### src/design/swp_pkg.sv
// shared types and constants for the sliding window percentile block
package swp_pkg;

   // transaction kind codes
   localparam logic KIND_RECORD = 1'b0;
   localparam logic KIND_QUERY  = 1'b1;

   // percentile slots: median, p90, p99, max
   localparam int NUM_PCT = 4;
   localparam int PCT_MUL_W = 7;
   localparam logic [NUM_PCT-1:0][PCT_MUL_W-1:0] PCT_MUL = '{
      7'd100, 7'd99, 7'd90, 7'd50
   };
   localparam int PCT_MEDIAN = 0;
   localparam int PCT_P90    = 1;
   localparam int PCT_P99    = 2;
   localparam int PCT_MAX    = 3;

   // reciprocal of 100, rounded up, exact floor for products below 2^20
   localparam int RECIP_W     = 20;
   localparam int RECIP_SHIFT = 26;
   localparam logic [RECIP_W-1:0] RECIP_100 = 20'd671089;

   // sequencer states
   typedef enum logic [2:0] {
      ST_IDLE,
      ST_TGT_MUL,
      ST_TGT_DIV,
      ST_CAND,
      ST_LOAD,
      ST_SCAN,
      ST_CHECK,
      ST_DONE
   } seq_state_type;

   // controls from the sequencer to the datapath
   typedef struct packed {
      logic start;
      logic tgt_mul;
      logic tgt_div;
      logic rd_en;
      logic load_cand;
      logic count;
      logic check;
      logic done_load;
   } seq_ctl_type;

endpackage

### src/design/swp_rank_unit.sv
// shared compare unit: ranks one candidate against all samples and captures hits
module swp_rank_unit #(
   parameter int CW = 9
) (
   input  logic                                          clock,
   input  swp_pkg::seq_ctl_type                          ctl,
   input  logic [31:0]                                   rd_data,
   input  logic [swp_pkg::NUM_PCT-1:0][CW-1:0]           tgt,
   output logic [swp_pkg::NUM_PCT-1:0][31:0]             pct
);

   logic [31:0]   cand_ff;
   logic [CW-1:0] lt_cnt_ff;
   logic [CW-1:0] le_cnt_ff;
   logic [swp_pkg::NUM_PCT-1:0][31:0] pct_ff;

   // candidate load and rank counting
   always_ff @(posedge clock) begin
      if (ctl.load_cand) begin
         cand_ff   <= rd_data;
         lt_cnt_ff <= '0;
         le_cnt_ff <= '0;
      end else if (ctl.count) begin
         if (rd_data < cand_ff) begin
            lt_cnt_ff <= lt_cnt_ff + CW'(1);
         end
         if (rd_data <= cand_ff) begin
            le_cnt_ff <= le_cnt_ff + CW'(1);
         end
      end
   end

   // candidate holds sorted position k when lt <= k < le
   always_ff @(posedge clock) begin
      for (int t = 0; t < swp_pkg::NUM_PCT; t++) begin
         if (ctl.start) begin
            pct_ff[t] <= '0;
         end else if (ctl.check && (lt_cnt_ff <= tgt[t]) && (tgt[t] < le_cnt_ff)) begin
            pct_ff[t] <= cand_ff;
         end
      end
   end

   assign pct = pct_ff;

endmodule

### config.mk
export PLATFORM = sky130hd
export DESIGN_NAME = swp_rank_unit
export DESIGN_NICKNAME = d
export VERILOG_FILES = /design/src/design/swp_pkg.sv /design/src/design/swp_rank_unit.sv
export SDC_FILE = /design/constraint.sdc
export NUM_CORES = 1
export LEC_CHECK = 0
export BUFFER_PORTS_ARGS = -buffer_cell sky130_fd_sc_hd__clkbuf_2
export CAP_MARGIN = 20
export CORE_MARGIN = 4
export CORE_UTILIZATION = 33
export CTS_BUF_LIST = sky130_fd_sc_hd__clkbuf_16
export DETAILED_ROUTE_END_ITERATION = 10
export PLACE_DENSITY = 0.58
export SYNTH_ARGS = -nofsm -noshare
export SYNTH_HDL_FRONTEND = slang
export SYNTH_SLANG_ARGS = --single-unit
### constraint.sdc
create_clock -name clock -period 3.6 [get_ports clock]
set_clock_uncertainty 0.15 [all_clocks]
set_input_delay 0 -clock clock [delete_from_list [all_inputs] [get_ports clock]]
set_output_delay 0 -clock clock [all_outputs]
set_load 0.05 [all_outputs]
# Word-level counts from Yosys, hierarchy flattened

Index checks and enable logic that the tools add are counted.
Widths: inputs -> output; s select.

Register bits after elaboration: 178
Bits of input ports: 77
Output and inout port bits: 128
Logic and storage cells: 29

$add $sub $neg: 2
Magnitude comparators: 10
Reductions and logical operators: 10

Operators with widths:

| kind                | count |
|---|---|
| $le 9x9->1          | 4 |
| $lt 9x9->1          | 4 |
| $le 32x32->1        | 1 |
| $lt 32x32->1        | 1 |
| $add 9x1->9 const B | 2 |
| $logic_and 1x1->1   | 8 |
| $reduce_and 2->1    | 2 |

# Logic depth before layout (Yosys ltp)

Gate-level depths: netlist of run 1.

Word-level depth: 3
Gate-level depth with buffers: 11
Mapped depth without buffers: 9

# Worst setup path before layout of run 1

No wires, ideal clock.

Path kind: reg2reg
From: reg cand_ff[30]
To: reg lt_cnt_ff[4]
Library setup time: 0.121 ns
Arrival: 2.327 ns
Required time: 3.329 ns
Path slack: 1.002 ns
Cell stages (with the launch flop): 9
Buffers on the path: 0
Period minus slack after synthesis: 2.598 ns
Path through: edfxtp_1 > inv_1 > ha_1 > nand4_2 > or4_4 > a31oi_1 > nor2_1 > nand4_1 > mux2_2

Cells in the longest elaborated chain, start to end: 2

Ends and longest elaborated chain:

| what                       | line                | text |
|---|---|---|
| start, declared            | swp_rank_unit.sv:12 | `logic [31:0] cand_ff;` |
| start signal, assigned     | swp_rank_unit.sv:20 | `cand_ff <= rd_data;` |
| $lt 32x32->1               | swp_rank_unit.sv:24 | `if (rd_data < cand_ff) begin` |
| $reduce_and 2->1 (no line) | -                   |  |
| end signal, assigned       | swp_rank_unit.sv:25 | `lt_cnt_ff <= lt_cnt_ff + CW'(1);` |
| end, declared              | swp_rank_unit.sv:13 | `logic [CW-1:0] lt_cnt_ff;` |

Every way passes these cells.
A chain may end at the register's enable or synchronous reset.

# Final worst setup path of run 1

From: reg cand_ff[27]
To: reg lt_cnt_ff[4]

The elaborated chain is that of the path after synthesis.

==> flow_summary.yaml, run 1 <==
global_routing:
  antenna_found_initial: 0
  grt_pass1_wl_mm: 39.7
  grt_pass1_vias: 7246
  overflow: 0
  grtUsageTotal_pct: 16.2
  grt_max_degree: 135
floorplan:
  die_area_sq_um: 30700
  start_util_pct: 33.9
  coreArea_sq_um: 27300
  ios: 205
  die_width_um: 175
  die_h_um: 175
  placementRows: 60
finish:
  design_area_sq_um: 11600
  final_cells: 1506
  area_delta_synth_final_pct: 25.9
  layout-drive-gt1-share_pct: 22.7
  antenna_cells: 0
  nets: 1300
min_path:
  min_to: "cand_ff[6]"
  hold_class: "primary input to flip-flop"
  hp-start: "rd_data[6]"
  hold_depth: 2
detailed_routing:
  drt_iter0_drc: 369
  vias_per_cell: 4.65
  totalWireLength_mm: 24.8
  first_pass_iters: 4
  drcViolationCount: 0
  ant_nets: 0
  wl_per_cell_um: 16.5
  via_count: 7001
power_and_ir_drop:
  p_per_area_nw_per_um2: 429
  clkPwrFrac_pct: 37.9
  total_power_w: 0.00499
  seqPwrFrac_pct: 44.0
  p_int_w: 0.00339
  combPwrFrac_pct: 18.1
  leakage_nw: 5.64
  p_switching_w: 0.00160
  p_sw_share_pct: 32.0
  ir_drop_mv: 0.264
cts:
  clock_latency_ns: 0.42
  clkTransAtPathRegs_ns: 0.08
  cts_max_path_buffers: 2
  cts.sink_count: 178
  clock-root-buffer: "clkbuf_16"
  htreeDepth: 4
  numCtsBuffers: 17
  cts_tree: "built"
setup_path:
  path_max_fanout: 7
  cp-start-kind: "flip-flop"
  reg2reg_to: "lt_cnt_ff[4]"
  crit_required_ns: 3.77
  cp_cell_sequence: "inv_1 -> ha_1 -> nand4_1 -> or4_4 -> a31oi_1 -> nor2_1 -> nand4_1 -> mux2_2"
  crit_path_max_incr_delay_ns: 0.60
  cp_slowest_cell: "or4_4"
  critPathKind: "flip-flop to flip-flop"
  ff2ff_path_depth: 8
  crit_path_start: "cand_ff[27]"
  r2r-start: "cand_ff[27]"
  crit_arrival_ns: 3.15
  critPathCaptureType: "flip-flop"
  crit_path_frequent_cell: "nand4_1"
  reg2reg_slack_ns: 0.61
  crit_family: "simple AND/OR/NAND/NOR gates"
  path_buf_inv: 1
placement:
  dp_cells: 1441
  dp_hpwl_mm: 17.6
  gp_congestion: 0.801
  dpl_cell_area_sq_um: 10700
  pre_cts_slack_ns: 0.591
  port_buffers: 200
sta:
  post-route-period-util_pct: 83.0
  setup_viol: 0
  hold_viol: 0
  slew_violations: 0
  tightest_slew_ns: 1.05
  fmax_ghz: 0.335
  finalSetupTns_ns: 0
  rsz0062_at_grt: "no"
  slew_headroom_pct: 29.9
  timing.final.crit_period_ns: 2.99
  fin_ws_ns: 0.611
synth:
  ys_async_sr_fraction_pct: 0
  synth_fp_nets: 1070
  synth_seq_cells: 178
  avgSynthCellArea_sq_um: 10.4
  syn_area_sq_um: 9230
  synth_cell_types: 51
  seq_area_frac_synth_pct: 42.1
  synth_ff_type: "dfxtp_1"
  syn_inst: 891
  synth_edf_count: 32
  yosys_warnings: 0
status:
  outcome: "finished clean"
flow_run:
  maxCapViolCount: 0
==> worst register-to-register path: cells and delay by family, from the launching register on <==
kind,cells,cell delay (ns)
compound gates,1,0.49
fa+ha+maj,1,0.30
buf+inv,1,0.05
flops,1,0.35
mux,1,0.34
simple gates,4,1.20
==> logic make-up (layout without fill, tap and decap cells) <==
| kind of cell | Yosys count | count (layout) | share of synthesized area, % |
|---|---|---|---|
| fa+ha+maj | 102 | 102 | 13.8 |
| xor+xnor | 8 | 8 | 0.759 |
| buf+inv | 109 | 352 | 4.73 |
| flops | 178 | 178 | 42.1 |
| mux | 131 | 131 | 14.2 |
| compound gates | 102 | 102 | 7.43 |
| simple gates | 261 | 261 | 17.0 |
==> per-layer routing <==
layer / GRT usage, % / wire, um / up-vias / share of wire (%)
li1: - / - / 3565 / -
met1: 21.1 / 11400 / 3267 / 46
met2: 27.9 / 11900 / 156 / 48
met3: 3.40 / 1270 / 13 / 5.1
met4: 3.44 / 153 / 0 / 0.62
met5: 0 / 0 / - / 0
==> registers in the layout, summed over array words and instances (netlist names) <==
| name | flops |
|---|---|
| cand_ff | 32 |
| le_cnt_ff | 9 |
| lt_cnt_ff | 9 |
| pct | 128 |
==> how the worst max path moves through the flow <==
stage | end | slack [ns] | cells past startpoint
after detailed placement | pct[38] | 0.59 | 9
after CTS | pct[38] | 0.58 | 9
after global routing | pct[32] | 0.42 | 9
after floorplan | lt_cnt_ff[4] | 1.00 | 8
final | lt_cnt_ff[4] | 0.61 | 8
after global placement | lt_cnt_ff[4] | 0.65 | 8
==> power groups by stage <==
stage	clock (W)	combinational (W)	sequential (W)
finish	0.00189	0.000903	0.00220
detailed placement	0	0.000879	0.00224
global route	0.00205	0.000992	0.00221
CTS	0.00196	0.000917	0.00220
floorplan	0	0.000369	0.00248
global placement	0	0.000870	0.00224
==> cell usage in the layout, fill, tap and decap left out, types with 6 or more instances in the layout <==
cell type | netlist | layout
nand3_1 | 12 | 12
nor2b_1 | 7 | 7
xnor2_1 | 7 | 7
inv_1 | 76 | 76
edfxtp_1 | 32 | 32
nand4_1 | 17 | 17
mux2i_1 | 129 | 129
a211oi_1 | 6 | 6
clkbuf_16 | 0 | 17
ha_1 | 102 | 102
a21oi_1 | 27 | 27
or3_1 | 8 | 7
nand2_1 | 17 | 17
buf_4 | 0 | 11
nand2b_1 | 164 | 164
dlygate4sd3_1 | 0 | 33
a21o_1 | 17 | 17
clkbuf_2 | 0 | 199
dfxtp_1 | 146 | 146
nor2_1 | 17 | 17
clkinv_8 | 0 | 6
o21ai_0 | 15 | 15
==> per-stage QoR <==
step	utilization (%)	hold WS, ns
after floorplan	-	-0.0511
after global placement	39.2	0.0459
after detailed placement	39.2	0.0455
after CTS	42.6	0.150
after global routing	42.6	0.160
final	42.6	0.174
==> final cells by class <==
class	count	area [sq um]
Clock buffer	17	425
Clock inverter	15	183
Fill cell	2659	15600
Inverter	76	285
Multi-Input combinational cell	604	4950
Sequential cell	178	3880
Tap cell	372	465
Timing Repair Buffer	244	1430
==> timing repair <==
| item | CTS | global route |
|---|---|---|
| hold buffers | 33 | 0 |
| hold endpoints to repair | 41 | 0 |
| buffers inserted | 0 | 0 |
| gates resized for setup | 0 | 0 |
==> cell usage after synthesis (all sizes together), types with 2 or more instances <==
cell     count  area, sq um
o21bai       4         30.0
or4          3         30.0
edfxtp      32          961
a211o        4         35.0
a2111oi      3         26.3
a21oi       27          135
dfxtp      146         2920
a221oi       3         26.3
ha         102         1280
nor4b        2         17.5
and4         2         17.5
inv         76          285
nand4       18          119
o21a         5         37.5
o211ai       3         22.5
o311ai       2         17.5
nor3         6         35.0
or3          8         50.1
and3         2         12.5
a211oi       6         45.0
nand2       17         63.8
mux2i      129         1290
nor2b        7         43.8
nand2b     164         1030
nor2        17         63.8
nand3       13         70.1
xnor2        7         61.3
mux2         2         22.5
a31oi        4         25.0
o21ai       16         80.1
a21o        17          128
buf         13         71.3
clkbuf      19         71.3
Note: power is estimated with default switching activity, not from simulation.
==> inputs of run 2 (changes only) <==
--- a/config.mk
+++ b/config.mk
@@ -11,7 +11,7 @@
 export CORE_UTILIZATION = 33
 export CTS_BUF_LIST = sky130_fd_sc_hd__clkbuf_16
 export DETAILED_ROUTE_END_ITERATION = 10
-export PLACE_DENSITY = 0.58
+export PLACE_DENSITY = 0.6
 export SYNTH_ARGS = -nofsm -noshare
 export SYNTH_HDL_FRONTEND = slang
 export SYNTH_SLANG_ARGS = --single-unit
==> constraint.sdc (replaced) <==
create_clock -name clock -period 2.7 [get_ports clock]
set_clock_uncertainty 0.15 [all_clocks]
set_input_delay 0 -clock clock [delete_from_list [all_inputs] [get_ports clock]]
set_output_delay 0 -clock clock [all_outputs]
set_load 0.05 [all_outputs]
==> run 2 against run 1 <==
Effect of this change: non-clock buffer count increased by 35; final cell count is 2.4% higher; sequential power is 33% higher; wire length is 3.3% higher; power grew 35%; flip-flop and latch count is the same; first-iteration DRC count shrank 14%; die area unchanged; clock-buffer cell count stayed put.
==> flow_summary.yaml, run 2 (synthesized netlist as in run 1, its figures left out) <==
global_routing:
  grt_pass1_vias: 7195
  antenna_found_initial: 0
  grt_pass1_wl_mm: 40.0
  overflow: 0
  grt_max_degree: 59
  grtUsageTotal_pct: 16.4
floorplan:
  die_width_um: 175
  coreArea_sq_um: 27300
  die_area_sq_um: 30700
  placementRows: 60
  ios: 205
  start_util_pct: 33.9
  die_h_um: 175
flow_run:
  maxCapViolCount: 0
cts:
  clock_latency_ns: 0.43
  clock-root-buffer: "clkbuf_16"
  numCtsBuffers: 17
  cts.sink_count: 178
  cts_max_path_buffers: 2
  htreeDepth: 4
  clkTransAtPathRegs_ns: 0.08
  cts_tree: "built"
detailed_routing:
  ant_nets: 0
  first_pass_iters: 4
  vias_per_cell: 4.68
  drt_iter0_drc: 319
  drcViolationCount: 0
  wl_per_cell_um: 16.6
  via_count: 7219
  totalWireLength_mm: 25.6
setup_path:
  cp-start-kind: "flip-flop"
  crit_required_ns: 2.86
  r2r-start: "cand_ff[19]"
  crit_arrival_ns: 2.77
  critPathCaptureType: "flip-flop"
  critPathKind: "flip-flop to flip-flop"
  ff2ff_path_depth: 9
  reg2reg_slack_ns: 0.1
  reg2reg_to: "le_cnt_ff[1]"
  path_max_fanout: 5
sta:
  fmax_ghz: 0.384
  setup_viol: 0
  slew_violations: 0
  slew_headroom_pct: 57.7
  finalHoldWorstSlack_ns: 0.0583
  finalSetupTns_ns: 0
  fin_ws_ns: 0.0963
  tightest_slew_ns: 0.635
  hold_viol: 0
  post-route-period-util_pct: 96.4
  timing.final.crit_period_ns: 2.60
finish:
  layout_commonest_cell: "clkbuf_2"
  seq_area_sq_um: 3890
  layout-drive-gt1-share_pct: 26.9
  area_delta_synth_final_pct: 31.5
  nets: 1336
  multi_input_area_sq_um: 5120
  fillers: 2674
  largest_reg_flops: 128
  antenna_cells: 0
  layout_common_cells: "199 x clkbuf_2, 164 x nand2b_1, 142 x dfxtp_1"
min_path:
  hold_class: "primary input to flip-flop"
  min_to: "pct[51]"
  hp-start: "ctl[7]"
  hold_depth: 3
placement:
  gp_congestion: 0.819
  dp_hpwl_mm: 18.7
  port_buffers: 200
  pre_cts_slack_ns: -0.0340
status:
  outcome: "finished clean"
power_and_ir_drop:
  ir_drop_mv: 0.336
  leakage_nw: 5.86
  p_per_area_nw_per_um2: 553
[run 2: changes by cell type in the layout (fill, tap and decap cells not counted), moves of 3 or more]
| cell | delta |
|---|---|
| buf_4 | +28 |
| buf_12 | +7 |
| ha_1 | -6 |
| ha_4 | +6 |
| dfxtp_1 | -4 |
| dfxtp_2 | +4 |
| clkinv_4 | +3 |
| clkinv_8 | -3 |
| inv_6 | -3 |
| inv_8 | +3 |
[run 2: layout make-up]
type / instances / area share [%]
Clock inverter: 15 / 1.37
Tap cell: 372 / 3.84
Clock buffer: 17 / 3.51
Inverter: 76 / 2.35
Sequential cell: 178 / 32.0
Timing Repair Buffer: 279 / 14.7
Multi-Input combinational cell: 605 / 42.2
[run 2: stage by stage]
stage	total power, W	utilization [%]	cells	instance area [sq um]
after floorplan	0.00380	-	891	9230
after global placement	0.00419	40.2	1467	11000
after detailed placement	0.00421	40.2	1467	11000
after CTS	0.00674	43.6	1532	11900
after global routing	0.00703	44.5	1542	12100
final	0.00671	44.5	1542	12100
[run 2: how the worst max path moves through the flow]
| stage | cells after the start | end | start |
|---|---|---|---|
| after global routing | 11 | lt_cnt_ff[5] | cand_ff[19] |
| after detailed placement | 9 | le_cnt_ff[5] | cand_ff[27] |
| final | 9 | le_cnt_ff[1] | cand_ff[19] |
| after global placement | 10 | lt_cnt_ff[6] | cand_ff[30] |
| after CTS | 10 | lt_cnt_ff[6] | cand_ff[30] |
| after floorplan | 8 | lt_cnt_ff[4] | cand_ff[30] |
[run 2: what timing repair did]
action,in CTS,in global routing
pin swaps,2,10
buffers inserted,0,9
hold buffers,33,0
endpoints found under the hold margin,41,0
endpoints found under the setup margin,7,48
gates resized for setup,1,29
gates cloned,0,1
[run 2: power breakdown]
group | total, W | switching [W] | internal [W]
clock network | 0.00247 | 0.00123 | 0.00125
logic | 0.00130 | 0.000822 | 0.000482
registers | 0.00293 | 0.0000860 | 0.00285
total | 0.00671 | 0.00213 | 0.00458
[run 2: worst max-delay path, cell delays in order (launching register included)]
cell and delay [ns]:
edfxtp_1 0.37, inv_2 0.05, ha_4 0.27, nand4_1 0.11, or4_4 0.60, a311o_2 0.44
buf_4 0.16, nand3_4 0.10, mux2i_1 0.18, nor2_1 0.05
[run 2: per-layer routing]
metal,GRT usage (%),part of all wire [%]
met5,0,0
met4,3.70,1.3
met3,3.59,4.6
met2,27.7,47
met1,21.5,47
