**config.mk**
```make
export PLATFORM = sky130hd
export DESIGN_NAME = swp_seq
export DESIGN_NICKNAME = d
export VERILOG_FILES = /design/src/design/swp_pkg.sv /design/src/design/swp_seq.sv
export SDC_FILE = /design/constraint.sdc
export NUM_CORES = 1
export LEC_CHECK = 0
export BUFFER_PORTS_ARGS = -buffer_cell sky130_fd_sc_hd__buf_4
export CORE_MARGIN = 2
export CORE_UTILIZATION = 60
export DETAILED_ROUTE_END_ITERATION = 12
export PLACE_DENSITY = 0.9
export SYNTH_ARGS = -nofsm -noshare
export SYNTH_HDL_FRONTEND = slang
export SYNTH_SLANG_ARGS = --single-unit
```
**constraint.sdc**
```tcl
create_clock -name clock -period 5.6 [get_ports clock]
set_input_delay 1.12 -clock clock [delete_from_list [all_inputs] [get_ports clock]]
set_output_delay 1.12 -clock clock [all_outputs]
set_load 0.03 [all_outputs]
```
**src/design/swp_pkg.sv**
```systemverilog
// shared types and constants for the sliding window percentile block
package swp_pkg;

   // transaction kind codes
   localparam logic KIND_RECORD = 1'b0;
   localparam logic KIND_QUERY  = 1'b1;

   // percentile slots: median, p90, p99, max
   localparam int NUM_PCT = 4;
   localparam int PCT_MUL_W = 7;
   localparam logic [NUM_PCT-1:0][PCT_MUL_W-1:0] PCT_MUL = '{
      7'd100, 7'd99, 7'd90, 7'd50
   };
   localparam int PCT_MEDIAN = 0;
   localparam int PCT_P90    = 1;
   localparam int PCT_P99    = 2;
   localparam int PCT_MAX    = 3;

   // reciprocal of 100, rounded up, exact floor for products below 2^20
   localparam int RECIP_W     = 20;
   localparam int RECIP_SHIFT = 26;
   localparam logic [RECIP_W-1:0] RECIP_100 = 20'd671089;

   // sequencer states
   typedef enum logic [2:0] {
      ST_IDLE,
      ST_TGT_MUL,
      ST_TGT_DIV,
      ST_CAND,
      ST_LOAD,
      ST_SCAN,
      ST_CHECK,
      ST_DONE
   } seq_state_type;

   // controls from the sequencer to the datapath
   typedef struct packed {
      logic start;
      logic tgt_mul;
      logic tgt_div;
      logic rd_en;
      logic load_cand;
      logic count;
      logic check;
      logic done_load;
   } seq_ctl_type;

endpackage

```
**src/design/swp_seq.sv**
```systemverilog
// query sequencer: walks candidates and samples through the shared compare unit
module swp_seq #(
   parameter int AW = 8,
   parameter int CW = 9
) (
   input  logic                 clock,
   input  logic                 reset,
   input  logic                 start,
   input  logic [CW-1:0]        count,
   input  logic                 rsp_free,
   output logic                 idle,
   output logic [AW-1:0]        rd_addr,
   output swp_pkg::seq_ctl_type ctl
);

   swp_pkg::seq_state_type state_ff, state_in;
   logic [CW-1:0] cand_idx_ff, cand_idx_in;
   logic [CW-1:0] scan_idx_ff, scan_idx_in;
   logic [CW-1:0] rd_idx;

   // state and counters
   always_ff @(posedge clock) begin
      if (reset) begin
         state_ff    <= swp_pkg::ST_IDLE;
         cand_idx_ff <= '0;
         scan_idx_ff <= '0;
      end else begin
         state_ff    <= state_in;
         cand_idx_ff <= cand_idx_in;
         scan_idx_ff <= scan_idx_in;
      end
   end

   // next state and controls
   always_comb begin
      state_in    = state_ff;
      cand_idx_in = cand_idx_ff;
      scan_idx_in = scan_idx_ff;
      rd_idx      = '0;
      ctl         = '0;
      unique case (state_ff)
         swp_pkg::ST_IDLE: begin
            if (start) begin
               ctl.start = 1'b1;
               state_in  = (count == '0) ? swp_pkg::ST_DONE : swp_pkg::ST_TGT_MUL;
            end
         end
         swp_pkg::ST_TGT_MUL: begin
            ctl.tgt_mul = 1'b1;
            state_in    = swp_pkg::ST_TGT_DIV;
         end
         swp_pkg::ST_TGT_DIV: begin
            ctl.tgt_div = 1'b1;
            cand_idx_in = '0;
            state_in    = swp_pkg::ST_CAND;
         end
         swp_pkg::ST_CAND: begin
            ctl.rd_en = 1'b1;
            rd_idx    = cand_idx_ff;
            state_in  = swp_pkg::ST_LOAD;
         end
         swp_pkg::ST_LOAD: begin
            // candidate data is here, start reading samples from slot zero
            ctl.load_cand = 1'b1;
            ctl.rd_en     = 1'b1;
            rd_idx        = '0;
            scan_idx_in   = CW'(1);
            state_in      = swp_pkg::ST_SCAN;
         end
         swp_pkg::ST_SCAN: begin
            // data in hand is slot scan_idx - 1
            ctl.count = 1'b1;
            if (scan_idx_ff == count) begin
               state_in = swp_pkg::ST_CHECK;
            end else begin
               ctl.rd_en   = 1'b1;
               rd_idx      = scan_idx_ff;
               scan_idx_in = scan_idx_ff + CW'(1);
            end
         end
         swp_pkg::ST_CHECK: begin
            ctl.check = 1'b1;
            if (cand_idx_ff + CW'(1) == count) begin
               state_in = swp_pkg::ST_DONE;
            end else begin
               ctl.rd_en   = 1'b1;
               rd_idx      = cand_idx_ff + CW'(1);
               cand_idx_in = cand_idx_ff + CW'(1);
               state_in    = swp_pkg::ST_LOAD;
            end
         end
         swp_pkg::ST_DONE: begin
            if (rsp_free) begin
               ctl.done_load = 1'b1;
               state_in      = swp_pkg::ST_IDLE;
            end
         end
         default: begin
            state_in = swp_pkg::ST_IDLE;
         end
      endcase
   end

   assign rd_addr = rd_idx[AW-1:0];
   assign idle    = (state_ff == swp_pkg::ST_IDLE);

endmodule
```
Word level (Yosys, flattened, before mapping)
Index checks and enable logic that the tools add are counted.

Word-level logic and storage cells: 52. Bits of input ports: 13. Register bits after elaboration: 21. Output and inout port bits: 17.

Eq/ne operators: 14. Add/subtract/negate cells: 2. Muxes and demuxes: 25. Reductions and logical operators: 8.

Operator list (number): 9-bit case mux with 2 select lines (2); 3-bit case mux with 8 select lines (1); 8-bit case mux with 3 select lines (1); 9-bit by 1-bit adder with 9-bit output, second input constant (2); 9-bit equality test (2); 9-bit two-way mux (2); 8-bit two-way mux (2); 3-bit equality test, second input constant (4); 3-bit two-way mux (4); 1-bit two-way mux (11); 2-bit != test, second input constant (5); 9-bit logical NOT (1); 3-bit by 2-bit equality test with 1-bit output, second input constant (2); 2-bit AND reduction (2); 2-bit nonzero test (2); 3-bit by 1-bit equality test with 1-bit output, second input constant (1); 3-bit logical NOT (1); 1-bit case mux with 3 select lines (1); 3-bit AND reduction (1); 2-bit two-way mux (1); 2-bit OR reduction (1).

Longest topological paths before layout
Gate-level depths: netlist of the first run.

Word-level depth: 4. Gate-level depth with buffers: 9. Mapped depth without buffers: 7.

Worst setup path before layout of the first run
OpenSTA, ideal clock, no wires.

Kind: input to output. Start point: input count[7]. End point: output rd_addr[6]. Path buffers: 1. Required time: 4.480 ns. Path slack: 1.703 ns. Stages on the path: 7. Data arrival time: 2.777 ns. Cells stage by stage: xor2_1 xor2_1 and3_1 o2111ai_2 buf_6 nand2_1 o21ai_0.

Word-level cells in the longest chain between the ends: 3. Elaborated cells on any way between the ends: 5. Those cells by class: eq/ne: 2; mux: 3.

Ends and longest elaborated chain: from (decl) (RTL line swp_seq.sv:9) `input logic [CW-1:0] count,`; 9-bit equality test (on tied branches) (RTL line swp_seq.sv:83, swp_seq.sv:73); 8-bit two-way mux (on tied branches) (RTL line swp_seq.sv:83, swp_seq.sv:73); 8-bit case mux with 3 select lines * (RTL line swp_seq.sv:41) `unique case (state_ff)`; to (decl) (RTL line swp_seq.sv:12) `output logic [AW-1:0] rd_addr,`.

Every way passes the cells marked *; elsewhere a longest branch is shown, timed or not.

Worst setup path after layout of the first run
Start point: register cand_idx_ff[0]. End point: output rd_addr[0].

Word-level cells in the longest chain between the ends: 4.

Ends and longest elaborated chain: from (decl) (RTL line swp_seq.sv:17) `logic [CW-1:0] cand_idx_ff, cand_idx_in;`; from (signal assigned) (RTL line swp_seq.sv:29) `cand_idx_ff <= cand_idx_in;`; 9-bit by 1-bit adder with 9-bit output (RTL line swp_seq.sv:83) `if (cand_idx_ff + CW'(1) == count) begin`; 9-bit equality test (RTL line swp_seq.sv:83); 8-bit two-way mux (RTL line swp_seq.sv:83); 8-bit case mux with 3 select lines * (RTL line swp_seq.sv:41).

Marks and branches as above.

==> flow_metrics.tcl, run 1 <==
set metrics [dict create \
    pin_count 30 \
    yosys.area_share.simple 0.320 \
    gp_congestion 0.997 \
    layout.cells.non_filler 304 \
    clock_skew_ns 0.0103 \
    worstPathCellList "ha_1 -> and3_1 -> o2111ai_1 -> a2111oi_4 -> o2111ai_2 -> nand2_1 -> o21ai_0 -> buf_4" \
    crit_family "compound AO/OA/AOI/OAI gates" \
    synth_compound_area_frac 0.229 \
    hold_path_depth 2 \
    die_h_um 60.2 \
    switchingPower_uw 239 \
    power_density_nw_per_um2 245 \
    outcome "completed" \
    gr-total-overflow 0 \
    postSynthCellCount 250 \
    slowest_stage "dfxtp_1" \
    synthAdderAreaFrac 0.0132 \
    cts_setup_buffers 0 \
    maxSlewViolCount 0 \
    cts_tree "yes" \
    synthTopCellsByArea "dfxtp_1, xnor2_1, and3_1, xor2_1, nand2_1" \
    tns_ns 0 \
    diodes 0 \
    synth_edf_count 0 \
    num_vias 2030 \
    syn_avg_cell_area_um2 7.58 \
    worstPathMaxFanout 21 \
    timing.critical_path.buf_inv 1 \
    syn_to_final_growth_pct 9.71 \
    grt_max_degree 26 \
    start_util 0.626 \
    avgRoutedWirePerCell_um 16.7 \
    dieArea_um2 3620 \
    antenna_found_initial 0 \
    endpoint_kind "output pin" \
    synth_ff_type "dfxtp_1" \
    comb_power_share 0.458 \
    ir_drop_mv 0.228 \
    fmax_mhz 217 \
    drt_wl_total_um 5080 \
    finalSetupViolations 0 \
    synthMuxAreaShare 0.0106 \
    synthDistinctLibCells 53 \
    dpl.hpwl_um 3570 \
    fin_util 0.686 \
    tightest_slew_ns 0.871 \
    first_iter_violations 244 \
    cp.arrival_ns 3.49 \
    rr_worst_depth 7 \
    pwr-share-clk 0.154 \
    cts.sinks 21 \
    finalCritPeriodShare 0.823 \
    crit_required_ns 4.48 \
    synth_top_family_by_area "simple AND/OR/NAND/NOR gates" \
    total_power_uw 509 \
    rows 20 \
    p_seq_frac 0.389 \
    postRouteAntennaNets 0 \
    synth_top_area_frac 0.222 \
    core_area_um2 3030 \
    ys_ff_latch 21 \
    synth.largest_area_cell "dfxtp_1" \
    leakage_uw 0.000811 \
    synth_warnings 0 \
    startpoint_type "register" \
    dr.pass1.iters 5 \
    clkSlewWorstSetupHoldPaths_ns 0.13 \
    final_nets 276 \
    clk_latency_ns 0.32 \
    crit_cells 8 \
    synth_xor_area_frac 0.129 \
    slowest_delay_ns 0.57 \
    cts.htree.levels 1 \
    rsz0062_at_grt "false" \
    cts_root_buffer "clkbuf_4" \
    hold_class "register to register" \
    synth_most_common_cell "nand2_1" \
    switching_share 0.469 \
    clk_path_buf_depth 2 \
    synth_top_cells_by_count "nand2_1, dfxtp_1, nor2_1, xnor2_1, and3_1" \
    drive_above_1_share 0.150 \
    dpl.cell_count 300 \
    ys_seq_area_frac 0.222 \
    die_w_um 60.2 \
    setup_slack_ns 0.991 \
    numPortBuffers 29 \
    postCtsHoldBufs 0 \
    preCtsSetupSlack_ns 1.30 \
    synth_area_um2 1890 \
    slew-limit-headroom 0.419 \
    numCtsBuffers 3 \
    vias_per_cell 6.68 \
    max_cap_viol_count 0 \
    p_int_uw 270 \
    timing.final.crit_period_ns 4.61 \
    worstSetupPathType "register to output pin" \
    cts_resized 0 \
    grt_pass1_wl_um 8340 \
    postSynth.asyncResetShare 0 \
    hold_viol_final 0 \
    drc 0 \
    first_global_vias 1712 \
    syn_nets 265 \
    track_usage 0.300 \
]
## cells in the final DEF, fill, tap and decap left out, drive strengths merged, types with 3 or more instances in the layout
master   count
nand4        5
xor2        11
nor3        15
nand2       23
clkbuf       3
inv          7
a22oi        9
nor2        20
a32oi        3
o311ai       3
buf         29
nor3b        3
nor4         4
and2         4
o2111ai      7
o21ai       10
dfxtp       21
and3        17
nand3       10
a21oi        3
xnor2       17
a311o        4
## cell type report
cell class	count	area [um2]
clock buffer	3	22.5
timing repair buffer	29	218
tap	44	55.1
multi-input combinational	199	1330
sequential	21	420
clock inverter	1	5.00
inverter	7	26.3
fill	267	950
## through the flow
| stage | instance area [um2] | hold slack (ns) |
|---|---|---|
| floorplan | 1890 | 0.481 |
| global placement | 2050 | 0.519 |
| detailed placement | 2050 | 0.518 |
| CTS | 2080 | 0.556 |
| global route | 2080 | 0.596 |
| finish | 2080 | 0.552 |
## power by group through the flow
stage	Clock, uW	Sequential [uW]	Combinational (uW)
2_1_floorplan	0	173	184
4_1_cts	80.1	197	231
3_3_place_gp	0	200	226
3_5_place_dp	0	200	229
5_1_grt	87.4	202	251
6_report	78.1	198	233
## logic make-up (layout without fill, tap and decap cells)
group | count (synthesis) | in the layout
adders and majority gates | 2 | 2
and+or+nand+nor | 114 | 114
xor gates and xnor gates | 28 | 28
AOI/OAI and AO/OA | 53 | 53
DFF | 21 | 21
muxes | 2 | 2
buffers and inverters | 30 | 40
## worst register-to-register path, stage by stage, from the launching register on
cell and delay [ns]:
dfxtp_1 0.57, ha_1 0.52, and3_1 0.29, o2111ai_1 0.19, a2111oi_4 0.43, o2111ai_2 0.52, a2111oi_0 0.55, a41o_1 0.14
## registers in the layout, summed over array words and instances, names as in the netlist
signal,cells
state_ff,3
scan_idx_ff,9
cand_idx_ff,9
## per-layer routing
metal	vias up	track usage	share of wire
met5	-	0	0
met4	0	0.0952	0.019
met3	12	0.0498	0.089
met2	120	0.444	0.46
met1	948	0.439	0.43
li1	950	-	-
## path summary, 6_finish.rpt
kind | start | end | slack (ns)
setup / recovery | cand_idx_ff[0]$_SDFFE_PP0P_ | rd_addr[0] | 0.99
hold / removal | scan_idx_ff[8]$_SDFFE_PP0P_ | scan_idx_ff[8]$_SDFFE_PP0P_ | 0.55
setup reg to reg | cand_idx_ff[0]$_SDFFE_PP0P_ | cand_idx_ff[6]$_SDFFE_PP0P_ | 2.37
hold reg to reg | scan_idx_ff[8]$_SDFFE_PP0P_ | scan_idx_ff[8]$_SDFFE_PP0P_ | 0.55
No activity file was read; power rests on OpenSTA's default activity.
==> run 2: changes to the inputs <==
- CORE_UTILIZATION: 60 -> 51
- PLACE_DENSITY: 0.9 -> 0.82
- clock period: 5.6 -> 4.05 ns (I/O delays scaled with it)
==> run 2 against run 1 <==
Critical path depth unchanged. Core utilization down 9.7 points. Largest power group unchanged. Critical endpoint is now rd_addr[4]. Count of clock-buffer cells in the layout unchanged. Via count down 0.20%.
==> flow_metrics.tcl, run 2 (synthesis results as in run 1) <==
set metrics [dict create \
    outcome "completed" \
    clk_latency_ns 0.27 \
    die_w_um 64.9 \
    power_density_nw_per_um2 353 \
    preCtsSetupSlack_ns 0.532 \
    cts_setup_buffers 0 \
    crit_required_ns 3.24 \
    max_cap_viol_count 0 \
    design_area_um2 2120 \
    grt_max_degree 25 \
    leakage_uw 0.000833 \
    tns_ns 0 \
    maxSlewViolCount 0 \
    slew-limit-headroom 0.453 \
    postCtsHoldBufs 0 \
    cts_root_buffer "clkbuf_8" \
    reg_top3 "cand_idx_ff x9, scan_idx_ff x9, state_ff x3" \
    timing.final.crit_period_ns 3.69 \
    fin_util 0.589 \
    vias_per_cell 6.51 \
    slowest_delay_ns 0.54 \
    gp_congestion 0.908 \
    hold_viol_final 0 \
    clkSlewWorstSetupHoldPaths_ns 0.09 \
    pin_count 30 \
    slowest_stage "dfxtp_1" \
    num_vias 2026 \
    ir_drop_mv 0.314 \
    multi_input_area_um2 1330 \
    final_nets 279 \
    rows 22 \
    dieArea_um2 4220 \
    clock_skew_ns 0.00954 \
    endpoint_kind "output pin" \
    final_cell_mix "buf_4, nand2_1, dfxtp_1, nor2_1, xnor2_1" \
    drc 0 \
    n_fill_cell 368 \
    worstPathMaxFanout 16 \
    finalSetupViolations 0 \
    worstPathCellList "ha_1 -> and3_1 -> o2111ai_1 -> a2111oi_4 -> o2111ai_2 -> a31oi_1 -> o21ai_0 -> buf_4" \
    postRouteAntennaNets 0 \
    fmax_mhz 271 \
    numPortBuffers 29 \
    antenna_found_initial 0 \
    hold_class "register to register" \
    die_h_um 64.9 \
    gr-total-overflow 0 \
    drt_wl_total_um 5250 \
    syn_to_final_growth_pct 12.2 \
    first_global_vias 1773 \
    worstSetupPathType "register to output pin" \
    drive_above_1_share 0.160 \
    grt_pass1_wl_um 8870 \
    diodes 0 \
    startpoint_type "register" \
    dr.pass1.iters 7 \
    avgRoutedWirePerCell_um 16.9 \
    numCtsBuffers 3 \
    layout_commonest_cell "buf_4" \
    setup_slack_ns 0.363 \
    first_iter_violations 283 \
    final-seq-area_um2 420 \
    cts.sinks 21 \
    dpl.hpwl_um 3740 \
    rsz0062_at_grt "false" \
    start_util 0.525 \
    finalCritPeriodShare 0.910 \
    clk_path_buf_depth 2 \
    tightest_slew_ns 0.821 \
    cp.arrival_ns 2.88 \
    cts_resized 0 \
    cts_tree "yes" \
    core_area_um2 3610 \
    track_usage 0.269 \
    cts.htree.levels 1 \
    post_dp_cell_area_um2 2080 \
]
==> run 2: final cells by class <==
type / count / share of cell area
inverters: 7 / 0.0124
clock buffers: 3 / 0.0194
repair buffers: 32 / 0.113
multi-input cells: 199 / 0.627
well taps: 48 / 0.0283
flip-flops and latches: 21 / 0.198
clock inverters: 1 / 0.00236
==> run 2: worst paths after layout <==
| path | startpoint | end | slack, ns | cells past startpoint |
|---|---|---|---|---|
| worst min-delay path | scan_idx_ff[1]$_SDFFE_PP0P_ | scan_idx_ff[1]$_SDFFE_PP0P_ | 0.55 | 2 |
| worst max-delay path | cand_idx_ff[0]$_SDFFE_PP0P_ | rd_addr[4] | 0.36 | 8 |
| worst min register to register | scan_idx_ff[1]$_SDFFE_PP0P_ | scan_idx_ff[1]$_SDFFE_PP0P_ | 0.55 | 2 |
| worst max register to register | cand_idx_ff[0]$_SDFFE_PP0P_ | cand_idx_ff[4]$_SDFFE_PP0P_ | 1.30 | 7 |
==> run 2: report_power, final <==
group,total [uW],switching (uW),internal (uW)
clock network,147,78.0,68.9
logic,348,230,117
registers,255,32.1,223
total,750,340,409
==> run 2: through the flow <==
step           std cells  power [uW]  hold slack [ns]
2_1_floorplan        250         492            0.481
3_5_place_dp         307         601            0.535
5_1_grt              311         797            0.577
6_report             311         750            0.548
4_1_cts              311         746            0.546
3_3_place_gp         307         597            0.524
==> run 2: metal layers <==
metal,global-route usage,vias up,routed length [um]
met5,0,-,0
met4,0.0824,0,92
met3,0.0365,12,396
met2,0.418,92,2440
met1,0.385,969,2320
li1,-,953,-
==> run 2: critical path, delay by kind of cell (launching register included) <==
family	cells	cell delay, ns
AOI/OAI and AO/OA	5	1.44
DFF	1	0.54
adders and majority gates	1	0.22
and+or+nand+nor	1	0.20
buffers and inverters	1	0.19
==> run 3: changes to the inputs <==
- CORE_MARGIN: 2 -> 5
==> run 3 against run 2 <==
Critical path depth up 1. Combinational power about the same. Register-to-register slack improved by 0.08 ns. Sequential power hardly changed. Highest routed layer unchanged. Clock power is essentially flat.
==> flow_metrics.tcl, run 3 (synthesis results as in run 1) <==
set metrics [dict create \
    dr.pass1.iters 5 \
    core_area_um2 3630 \
    dieArea_um2 5030 \
    track_usage 0.217 \
    pin_count 30 \
    cp.arrival_ns 2.81 \
    cts_resized 0 \
    slowest_delay_ns 0.57 \
    cts.htree.levels 1 \
    design_area_um2 2130 \
    vias_per_cell 6.61 \
    tns_ns 0 \
    postRouteAntennaNets 0 \
    max_cap_viol_count 0 \
    worstPathCellList "ha_1 -> and3_1 -> o2111ai_1 -> a2111oi_4 -> o2111ai_2 -> buf_4 -> o21ai_0 -> nand2_1 -> buf_4" \
    worstSetupPathType "register to output pin" \
    hold_class "register to register" \
    maxSlewViolCount 0 \
    num_vias 2061 \
    gr-total-overflow 0 \
    crit_required_ns 3.24 \
    rows 22 \
    finalSetupViolations 0 \
    finalCritPeriodShare 0.893 \
    rsz0062_at_grt "false" \
    antenna_found_initial 0 \
    reg_top3 "cand_idx_ff x9, scan_idx_ff x9, state_ff x3" \
    start_util 0.521 \
    setup_slack_ns 0.433 \
    timing.final.crit_period_ns 3.62 \
    syn_to_final_growth_pct 12.5 \
    clk_path_buf_depth 2 \
    n_fill_cell 362 \
    grt_pass1_wl_um 8890 \
    preCtsSetupSlack_ns 0.706 \
    postCtsHoldBufs 0 \
    gp_congestion 0.954 \
    startpoint_type "register" \
    leakage_uw 0.000839 \
    cts_setup_buffers 0 \
    grt_max_degree 25 \
    drc 0 \
    clk_latency_ns 0.27 \
    diodes 0 \
    numCtsBuffers 3 \
    hold_viol_final 0 \
    final_nets 280 \
    first_global_vias 1825 \
    avgRoutedWirePerCell_um 17.9 \
    drt_wl_total_um 5600 \
    post_dp_cell_area_um2 2090 \
    clock_skew_ns 0.000801 \
    hold_ws_ns 0.563 \
    worstPathMaxFanout 13 \
    rr_worst_depth 8 \
    layout_commonest_cell "buf_4" \
    die_h_um 70.9 \
    cts_tree "yes" \
    slowest_stage "dfxtp_1" \
    final_cell_mix "buf_4, nand2_1, dfxtp_1, nor2_1, xnor2_1" \
    fmax_mhz 276 \
    dpl.cell_count 308 \
    cts_root_buffer "clkbuf_8" \
    die_w_um 70.9 \
    outcome "completed" \
    tightest_slew_ns 0.838 \
    worst_path_most_repeated_cell "buf_4" \
    drive_above_1_share 0.163 \
    layout.cells.non_filler 312 \
    dpl.hpwl_um 3960 \
    ir_drop_mv 0.315 \
    first_iter_violations 282 \
    slew-limit-headroom 0.442 \
    numPortBuffers 29 \
    power_density_nw_per_um2 354 \
    endpoint_kind "output pin" \
    hold_path_depth 2 \
    cts.sinks 21 \
    clkSlewWorstSetupHoldPaths_ns 0.08 \
]
## run 3: cell count changes in the layout (fill, tap and decap cells not counted), sizes merged
cell and change:
buf +1
## run 3: final cells by class
type	count	area, um2	area share
Clock buffer	3	41.3	0.0194
Tap cell	48	60.1	0.0282
Multi-Input combinational cell	199	1330	0.624
Clock inverter	1	5.00	0.00235
Timing Repair Buffer	33	248	0.116
Inverter	7	26.3	0.0123
Sequential cell	21	420	0.197
## run 3: final timing paths
path                               startpoint                           to  slack, ns
hold reg to reg   scan_idx_ff[8]$_SDFFE_PP0P_  scan_idx_ff[8]$_SDFFE_PP0P_       0.56
hold / removal    scan_idx_ff[8]$_SDFFE_PP0P_  scan_idx_ff[8]$_SDFFE_PP0P_       0.56
setup reg to reg  cand_idx_ff[0]$_SDFFE_PP0P_     state_ff[1]$_SDFFE_PP0P_       1.38
setup / recovery  cand_idx_ff[0]$_SDFFE_PP0P_                   rd_addr[5]       0.43
## run 3: worst max-delay path: cells and delay by family, from the launching register on
kind            cells  cell delay (ns)
flops               1             0.57
compound gates      4             1.00
fa+ha+maj           1             0.24
simple gates        2             0.29
buf+inv             2             0.45
## run 3: through the flow
| stage | power (uW) | utilization |
|---|---|---|
| 6_report | 755 | 0.587 |
| 3_3_place_gp | 601 | 0.574 |
| 3_5_place_dp | 603 | 0.574 |
| 2_1_floorplan | 492 | - |
| 4_1_cts | 746 | 0.587 |
| 5_1_grt | 791 | 0.587 |
## run 3: layer usage
metal | share of wire | routed length (um) | GRT usage
met5 | 0 | 0 | 0
met2 | 0.46 | 2570 | 0.350
met3 | 0.094 | 524 | 0.0256
met1 | 0.42 | 2340 | 0.289
met4 | 0.029 | 163 | 0.0981
## run 3: power by group
group | internal [uW] | total [uW] | switching, uW
registers | 223 | 256 | 32.5
logic | 118 | 351 | 233
clock network | 68.9 | 148 | 79.2
total | 410 | 755 | 345
